===== src/hw/rtl/bior_pkg.sv =====
// Shared types and constants of the bus I/O register bridge.
`timescale 1ns / 1ps
`default_nettype none

package bior_pkg;

	// Register map behind the address pointer.
	localparam logic [7:0] REG_SELECT  = 8'd0;
	localparam logic [7:0] REG_STATUS  = 8'd4;
	localparam logic [7:0] REG_DATA    = 8'd5;
	localparam logic [7:0] REG_MASK    = 8'd14;
	localparam logic [7:0] REG_PENDING = 8'd15;

	localparam logic [2:0] SEL_NONE = 3'd7;

	// Request kinds.
	localparam logic KIND_HOST = 1'b0;
	localparam logic KIND_RX   = 1'b1;

	// Bit of the interrupt mask that enables the receive interrupt.
	localparam int IRQ_RX_BIT = 0;

	typedef enum logic {
		ST_IDLE,
		ST_READ
	} bior_state_t;

	// Control from the top level to the ring memory.
	typedef struct packed {
		logic wr_en;
		logic rd_en;
	} ring_ctl_t;

endpackage

`default_nettype wire


===== src/hw/rtl/bus_io_register_bridge_core.sv =====
// Top level of the bus I/O register bridge.
`timescale 1ns / 1ps
`default_nettype none

// Host bus slave with an indirect address pointer and a receive ring of
// RING_DEPTH bytes. Each request is either a host access (pointer or register
// read/write) or one received serial byte, and gives exactly one response.
// Every response is registered and shown in the cycle after its request,
// but a receive-data read first passes the registered ring read and ST_READ.
// One request is in work at a time; a new request is taken while the
// previous response is being taken. After reset the ring is cleared one entry
// per cycle, and no request is taken until every entry is cleared.
module bus_io_register_bridge_core
	import bior_pkg::*;
#(
	parameter int RING_DEPTH = 256
) (
	input  wire logic       clk,
	input  wire logic       arst_n,
	input  wire logic       in_valid,
	output logic            in_ready,
	input  wire logic       kind,
	input  wire logic       pointer_phase,
	input  wire logic       is_read,
	input  wire logic [7:0] write_data,
	input  wire logic [7:0] rx_byte,
	input  wire logic       tx_empty,
	output logic            out_valid,
	input  wire logic       out_ready,
	output logic      [7:0] read_data,
	output logic            irq_out,
	output logic      [2:0] chip_select,
	output logic            tx_valid,
	output logic      [7:0] tx_byte
);

	localparam int AW = (RING_DEPTH > 1) ? $clog2(RING_DEPTH) : 1;

	bior_state_t   state_q, state_next;
	ring_ctl_t     ring_ctl;
	logic          ring_clearing;
	logic [7:0]    ring_rd_data;

	logic [7:0]    reg_pointer_q;
	logic [2:0]    select_q;
	logic [7:0]    irq_mask_q;
	logic          rx_pending_q;
	logic          underflow_q;
	logic          irq_q;
	logic [AW-1:0] wr_ptr_q;
	logic [AW-1:0] rd_ptr_q;
	logic [7:0]    last_data_q;
	logic          out_valid_q;
	logic          tx_valid_q;
	logic [7:0]    tx_byte_q;

	logic          accept;
	logic          is_host;
	logic          reg_access;
	logic          data_read;
	logic          ring_empty;
	logic [AW-1:0] wr_ptr_next;
	logic [AW-1:0] rd_ptr_next;
	logic [AW-1:0] rd_ptr_after;

	function automatic logic [AW-1:0] ring_next(input logic [AW-1:0] p);
		ring_next = (p == AW'(RING_DEPTH - 1)) ? '0 : p + 1'b1;
	endfunction

	assign accept      = in_valid & in_ready;
	assign is_host     = (kind == KIND_HOST);
	assign reg_access  = is_host & ~pointer_phase;
	assign data_read   = reg_access & is_read & (reg_pointer_q == REG_DATA);
	assign ring_empty  = (wr_ptr_q == rd_ptr_q);
	assign wr_ptr_next = ring_next(wr_ptr_q);
	assign rd_ptr_next = ring_next(rd_ptr_q);
	assign rd_ptr_after = ring_empty ? rd_ptr_q : rd_ptr_next;

	always_comb begin
		state_next = state_q;
		case (state_q)
			ST_IDLE: begin
				if (accept && data_read) begin
					state_next = ST_READ;
				end
			end
			ST_READ: state_next = ST_IDLE;
			default: state_next = ST_IDLE;
		endcase
	end

	always_comb begin
		in_ready     = 1'b0;
		ring_ctl     = '0;
		case (state_q)
			ST_IDLE: begin
				in_ready       = ~ring_clearing & (~out_valid_q | out_ready);
				ring_ctl.wr_en = in_valid & in_ready & ~is_host;
				ring_ctl.rd_en = in_valid & in_ready & data_read;
			end
			ST_READ: begin
				in_ready = 1'b0;
			end
			default: begin
				in_ready = 1'b0;
			end
		endcase
	end

	always_ff @(posedge clk or negedge arst_n) begin
		if (!arst_n) begin
			state_q       <= ST_IDLE;
			reg_pointer_q <= '0;
			select_q      <= SEL_NONE;
			irq_mask_q    <= '0;
			rx_pending_q  <= 1'b0;
			underflow_q   <= 1'b0;
			irq_q         <= 1'b0;
			wr_ptr_q      <= '0;
			rd_ptr_q      <= '0;
			last_data_q   <= '0;
			out_valid_q   <= 1'b0;
			tx_valid_q    <= 1'b0;
			tx_byte_q     <= '0;
		end else begin
			state_q <= state_next;
			if (out_valid_q && out_ready) begin
				out_valid_q <= 1'b0;
			end
			if (state_q == ST_READ) begin
				last_data_q <= ring_rd_data;
				out_valid_q <= 1'b1;
			end
			if (accept) begin
				tx_valid_q <= 1'b0;
				tx_byte_q  <= '0;
				// A receive-data read shows its response once the ring has answered.
				out_valid_q <= ~data_read;
				if (!is_host) begin
					wr_ptr_q     <= wr_ptr_next;
					rx_pending_q <= 1'b1;
					if (irq_mask_q[IRQ_RX_BIT]) begin
						irq_q <= 1'b1;
					end
				end else if (pointer_phase) begin
					if (is_read) begin
						last_data_q <= reg_pointer_q;
					end else begin
						reg_pointer_q <= write_data;
					end
				end else begin
					case (reg_pointer_q)
						REG_SELECT: begin
							if (is_read) begin
								last_data_q <= {2'b00, select_q, 3'b000};
							end else begin
								select_q <= write_data[5:3];
							end
						end
						REG_STATUS: begin
							if (is_read) begin
								last_data_q <= {tx_empty, 6'b000000, underflow_q};
							end
						end
						REG_DATA: begin
							if (is_read) begin
								rd_ptr_q <= rd_ptr_after;
								if (ring_empty) begin
									underflow_q <= 1'b1;
								end
								if (wr_ptr_q == rd_ptr_after) begin
									rx_pending_q <= 1'b0;
									irq_q        <= 1'b0;
								end
							end else begin
								tx_valid_q <= 1'b1;
								tx_byte_q  <= write_data;
							end
						end
						REG_MASK: begin
							if (is_read) begin
								last_data_q <= irq_mask_q;
							end else begin
								irq_mask_q <= write_data;
							end
						end
						REG_PENDING: begin
							if (is_read) begin
								last_data_q <= {7'b0000000, rx_pending_q};
							end
						end
						default: begin
						end
					endcase
				end
			end
		end
	end

	bior_ring #(
		.DEPTH(RING_DEPTH),
		.AW   (AW)
	) u_ring (
		.clk     (clk),
		.arst_n  (arst_n),
		.ctl     (ring_ctl),
		.wr_addr (wr_ptr_q),
		.wr_data (rx_byte),
		.rd_addr (rd_ptr_q),
		.rd_data (ring_rd_data),
		.clearing(ring_clearing)
	);

	assign out_valid   = out_valid_q;
	assign read_data   = last_data_q;
	assign irq_out     = irq_q;
	assign chip_select = select_q;
	assign tx_valid    = tx_valid_q;
	assign tx_byte     = tx_byte_q;

endmodule

`default_nettype wire


===== src/hw/rtl/bior_ring.sv =====
// Receive ring memory with its clearing pass after reset.
`timescale 1ns / 1ps
`default_nettype none

module bior_ring
	import bior_pkg::*;
#(
	parameter int DEPTH = 256,
	parameter int AW    = 8
) (
	input  wire logic          clk,
	input  wire logic          arst_n,
	input  wire ring_ctl_t     ctl,
	input  wire logic [AW-1:0] wr_addr,
	input  wire logic [7:0]    wr_data,
	input  wire logic [AW-1:0] rd_addr,
	output logic      [7:0]    rd_data,
	output logic               clearing
);

	logic [7:0]    mem [DEPTH];
	logic [AW-1:0] clr_addr_q;
	logic          clearing_q;
	logic          we;
	logic [AW-1:0] waddr;
	logic [7:0]    wdata;

	always_ff @(posedge clk or negedge arst_n) begin
		if (!arst_n) begin
			clr_addr_q <= '0;
			clearing_q <= 1'b1;
		end else if (clearing_q) begin
			if (clr_addr_q == AW'(DEPTH - 1)) begin
				clearing_q <= 1'b0;
			end
			clr_addr_q <= clr_addr_q + 1'b1;
		end
	end

	// The sweep owns the write port until every entry holds zero.
	always_comb begin
		we    = clearing_q | ctl.wr_en;
		waddr = clearing_q ? clr_addr_q : wr_addr;
		wdata = clearing_q ? 8'h00 : wr_data;
	end

	always_ff @(posedge clk) begin
		if (we) begin
			mem[waddr] <= wdata;
		end
		if (ctl.rd_en) begin
			rd_data <= mem[rd_addr];
		end
	end

	assign clearing = clearing_q;

endmodule

`default_nettype wire


===== config.mk =====
export PLATFORM = sky130hd
export DESIGN_NAME = bus_io_register_bridge_core
export DESIGN_NICKNAME = d
export VERILOG_FILES = /design/src/hw/rtl/bior_pkg.sv /design/src/hw/rtl/bus_io_register_bridge_core.sv /design/src/hw/rtl/bior_ring.sv
export SDC_FILE = /design/constraint.sdc
export NUM_CORES = 2
export LEC_CHECK = 0
export ABC_AREA = 0
export ABC_CLOCK_PERIOD_IN_PS = 23500
export BUFFER_PORTS_ARGS = -buffer_cell sky130_fd_sc_hd__buf_2
export CELL_PAD_IN_SITES_DETAIL_PLACEMENT = 2
export CELL_PAD_IN_SITES_GLOBAL_PLACEMENT = 2
export CORE_UTILIZATION = 54
export DETAILED_ROUTE_END_ITERATION = 7
export PLACE_DENSITY_LB_ADDON = 0.08
export SKIP_CTS_REPAIR_TIMING = 1
export SYNTH_ARGS = -nofsm -noshare
export SYNTH_HDL_FRONTEND = slang
export SYNTH_SLANG_ARGS = --single-unit

===== constraint.sdc =====
create_clock -name clk -period 23.5 [get_ports clk]
set_input_delay 3.525 -clock clk [delete_from_list [all_inputs] [get_ports clk]]
set_output_delay 3.525 -clock clk [all_outputs]
set_load 0.05 [all_outputs]

==> summary.md, run 1 <==
| Metric | Value |
|---|---|
| Status | stopped before the end |
| Halt Stage | detailed placement (3_5_place_dp) |
| Stop err | [ERROR DPL-0033] detailed placement checks failed during check placement. |
| Cells after Synth | 3978 |
| Initial Util | 0.545 |
| Yosys warns | 0 |
| Buffers on Ports | between 40 and 50 |
| Post-synth EDFFs | roughly 2000 |
| Syn nets | 4005 |
| Post-synthesis sequential area ratio | 0.764 |
| Async set-reset flop share out of synthesis | 0.0311 |
| Row cnt | ~140 |
| Die H | 394 um |
| DP Wirelength | approximately 190000 um |
| Top FF cell, synth | edfxtp_1 |
| Die Span X | between 300 and 400 um |
| Syn_area_per_cell | 20.9 sq um |
| Synth Cell Area | approximately 83000 sq um |
| Netlist cell types | between 70 and 80 |
| Io pins | 47 |
| Synth Register Bits | 2122 |
| GP Congestion | between 0.8 and 0.9 |
==> metrics by stage <==
step	area (sq um)	setup WS [ns]
floorplan	83000	12.38
global placement	85300	15.72
==> Yosys cell counts, drive strengths merged (16+ instances only) <==
master	n	share of area
mux2i	83	0.010
nor2b	30	0.0023
mux4	515	0.14
mux2	20	0.0027
nor4	19	0.0017
clkbuf	116	0.0053
xnor2	24	0.0025
o21ai	33	0.0020
nor2	297	0.013
nand4	20	0.0015
o22ai	17	0.0013
a22o	16	0.0017
a211oi	17	0.0015
a21oi	80	0.0048
nand3	17	0.0010
a22oi	143	0.013
a221oi	16	0.0018
buf	131	0.012
edfxtp	2056	0.74
nand2	105	0.0047
dfrtp	62	0.019
==> kinds of logic after synthesis <==
logic type      Yosys count  share of synthesized area
compound gates          399                     0.0335
xor+xnor                 27                    0.00285
fa+ha+maj                 3                   0.000452
buf+inv                 261                     0.0175
flops                  2122                      0.764
mux                     618                      0.153
simple gates            548                     0.0293
==> run 2, diff against run 1 <==
--- a/config.mk
+++ b/config.mk
@@ -8,11 +8,9 @@
 export ABC_AREA = 0
 export ABC_CLOCK_PERIOD_IN_PS = 23500
 export BUFFER_PORTS_ARGS = -buffer_cell sky130_fd_sc_hd__buf_2
-export CELL_PAD_IN_SITES_DETAIL_PLACEMENT = 2
-export CELL_PAD_IN_SITES_GLOBAL_PLACEMENT = 2
-export CORE_UTILIZATION = 54
+export CORE_UTILIZATION = 40
 export DETAILED_ROUTE_END_ITERATION = 7
-export PLACE_DENSITY_LB_ADDON = 0.08
+export PLACE_DENSITY_LB_ADDON = 0.15
 export SKIP_CTS_REPAIR_TIMING = 1
 export SYNTH_ARGS = -nofsm -noshare
 export SYNTH_HDL_FRONTEND = slang
==> run 2 against run 1 <==
Effect of this change: the flow now finishes without violations; synthesized area stayed put; synthesized cell count stayed put.
==> summary.md, run 2 <==
| Metric | Value |
|---|---|
| Layout area overhead | 12.2% |
| Routed WL per cell | 34.0 um |
| Count leader, synth | edfxtp_1 |
| Die area | ~210000 sq um |
| Cells after Synth | 3978 |
| Buffers on Ports | 46 |
| Placed Cells | between 6000 and 7000 |
| Slew HR | 0.132 |
| Max Fclk | about 0.13 GHz |
| Layout cells sized above 1 | 0.245 |
| Most frequent cells after synthesis | edfxtp_1 (2056), mux4_2 (510), nor2_1 (297) |
| Worst-Margin Slew | around 1.3 ns |
| Row cnt | around 170 |
| DRC violations left | 0 |
| Post-synthesis sequential area ratio | 0.764 |
| Hold wc startpoint | underflow_q$_DFFE_PN0P_ |
| Initial Util | 0.404 |
| Post-route insts no fill | about 7000 |
| Synth Register Bits | 2122 |
| Critical Path AT | between 4 and 5 ns |
| Die H | approximately 460 um |
| PD cells | roughly 85 nW/um^2 |
| Final Util | 0.454 |
| GP Congestion | roughly 0.86 |
| Max FO, Critical Path | 3 |
| Die Span X | ~460 um |
| Startpoint Class | input pin |
| CP required | about 20 ns |
| Yosys warns | 0 |
| DR vias | roughly 41000 |
| First-pass GRT wire length | ~330000 um |
| Hold/Removal Path Class | register to register |
| Clock Skew | 0.0298 ns |
| Max VDD drop | ~0.078 mV |
| Syn nets | ~4000 |
| Reg2Reg Setup Slack | about 17 ns |
| Nets | around 4100 |
| Congestion Overflow GR | 0 |
| Top post-synthesis cells by area | edfxtp_1 (74%), mux4_2 (14%), dfrtp_1 (1.9%), nor2_1 (1.3%), a22oi_1 (1.3%) |
| Slew Viols, Final | 0 |
| Setup crit end kind | output port |
| RSZ-0062 raised after global routing | no |
| Max cap viols | 0 |
| Initial drt markers | ~5400 |
| Largest net degree at the start of global routing | approximately 160 |
| Setup TNS | 0 ns |
| Io pins | 47 |
| Top FF cell, synth | edfxtp_1 |
| Sink Count | 2122 |
| Antenna-violating nets left | 0 |
| Fin. Hold Viols | 0 |
| Initial antenna violation count | 14 |
| Status | complete, no violations |
| Hold path cells | 1 |
| CTS root buf | clkbuf_16 |
| Worst-Skew Late Latency | ~0.87 ns |
| Tcrit/Tclk final | 0.330 |
| Cell taking the most area after synthesis | edfxtp_1 |
| Setup violators final | 0 |
| Vias in the first global route | slightly above 40000 |
| CTS buffer count | around 210 |
| Highest-count cells in the layout ignoring fill and taps | edfxtp_1 (2056), mux4_2 (510), nor2_1 (295) |
| Worst r2r src | rd_ptr_q[0]$_DFFE_PN0P_ |
| Netlist cell types | 76 |
| Max reg flops | between 2000 and 2500 |
| Commonest non-fill, non-tap cell in the layout | edfxtp_1 |
| Reg-to-reg endpoint | u_ring.rd_data[2]$_DFFE_PP_ |
| Syn_area_per_cell | 20.9 sq um |
| Kind of critical path | input pin to output port |
| Place WS | roughly 16 ns |
| Leak | roughly 28 nW |
| Post-synth EDFFs | about 2000 |
| Async set-reset flop share out of synthesis | 0.0311 |
| DP Wirelength | 140000 um |
| CTS max path bufs | 3 |
| DR vias/cell | between 5 and 6 |
| CTS tree | built |
| Clock Pin Slew Worst Setup and Hold Paths | approximately 0.060 ns |
| Total power | between 7 and 8 mW |
| Total Routing Usage GR | 0.226 |
| Hold Path End | underflow_q$_DFFE_PN0P_ |
| DRT Wirelength | ~240000 um |
| Yosys top cell area share | 0.744 |
| Post-route minimum period | between 7 and 8 ns |
| Core area | ~210000 sq um |
| Synth Cell Area | about 83000 sq um |
| Pre-Repair DR Iteration Count | 6 |
| Htree depth | 4 |
| Final WS setup | between 15 and 20 ns |
| Most flops, register | u_ring.mem |
| Reg2Reg Depth | 9 |
run 2: cells by family (layout without fill, tap and decap cells):
logic type | count (synthesis) | after routing | synth area share
flip-flops | 2122 | 2122 | 0.764
multiplexers | 618 | 618 | 0.153
AO/OA/AOI/OAI | 399 | 399 | 0.0335
AND/OR/NAND/NOR | 548 | 548 | 0.0293
XOR/XNOR | 27 | 27 | 0.00285
other | 0 | 2 | 0
adder cells (fa/ha/maj) | 3 | 3 | 0.000452
buffers and inverters | 261 | 551 | 0.0175
run 2: where the power goes:
group	internal [mW]	switching (mW)	total, mW	leakage, nW
combinational	0.0893	0.244	0.334	5.10
sequential	4.17	0.0299	4.20	19.3
clock	1.91	1.47	3.37	3.37
run 2: worst max-delay path by stage:
stage	to	slack (ns)	start
2_1_floorplan	u_ring.mem[0][0]$_DFFE_PP_	12.38	rx_byte[0]
3_3_place_gp	in_ready	15.72	out_ready
3_5_place_dp	in_ready	15.73	out_ready
4_1_cts	in_ready	15.73	out_ready
5_1_grt	in_ready	15.66	out_ready
6_report	in_ready	15.73	out_ready
run 2: layout make-up:
class	instances	area (sq um)
Antenna cell	2	5.00
Clock buffer	242	5390
Clock inverter	148	1500
Fill cell	17100	112000
Inverter	14	52.6
Multi-Input combinational cell	1595	18300
Sequential cell	2122	63400
Tap cell	2688	3360
Timing Repair Buffer	147	1130
run 2: routing by layer:
layer | wire length (um) | GRT usage | vias up
li1 | - | - | 16800
met2 | 107000 | 0.335 | 1861
met4 | 5250 | 0.0557 | 6
met3 | 18900 | 0.0482 | 288
met5 | 43 | 0 | -
met1 | 106000 | 0.340 | 22500
run 2: per-stage QoR:
step,area [sq um],hold slack [ns]
final,93200,0.485
after global routing,93200,0.497
after CTS,93200,0.491
after detailed placement,86300,0.477
after global placement,86300,0.474
after floorplan,83000,0.428
run 2: worst max-delay path, cell delays in order:
cell     delay, ns
buf_2         0.08
nor2b_1       0.06
nor3_1        0.25
buf_2         0.33
Power figures use the tool's default switching activity.
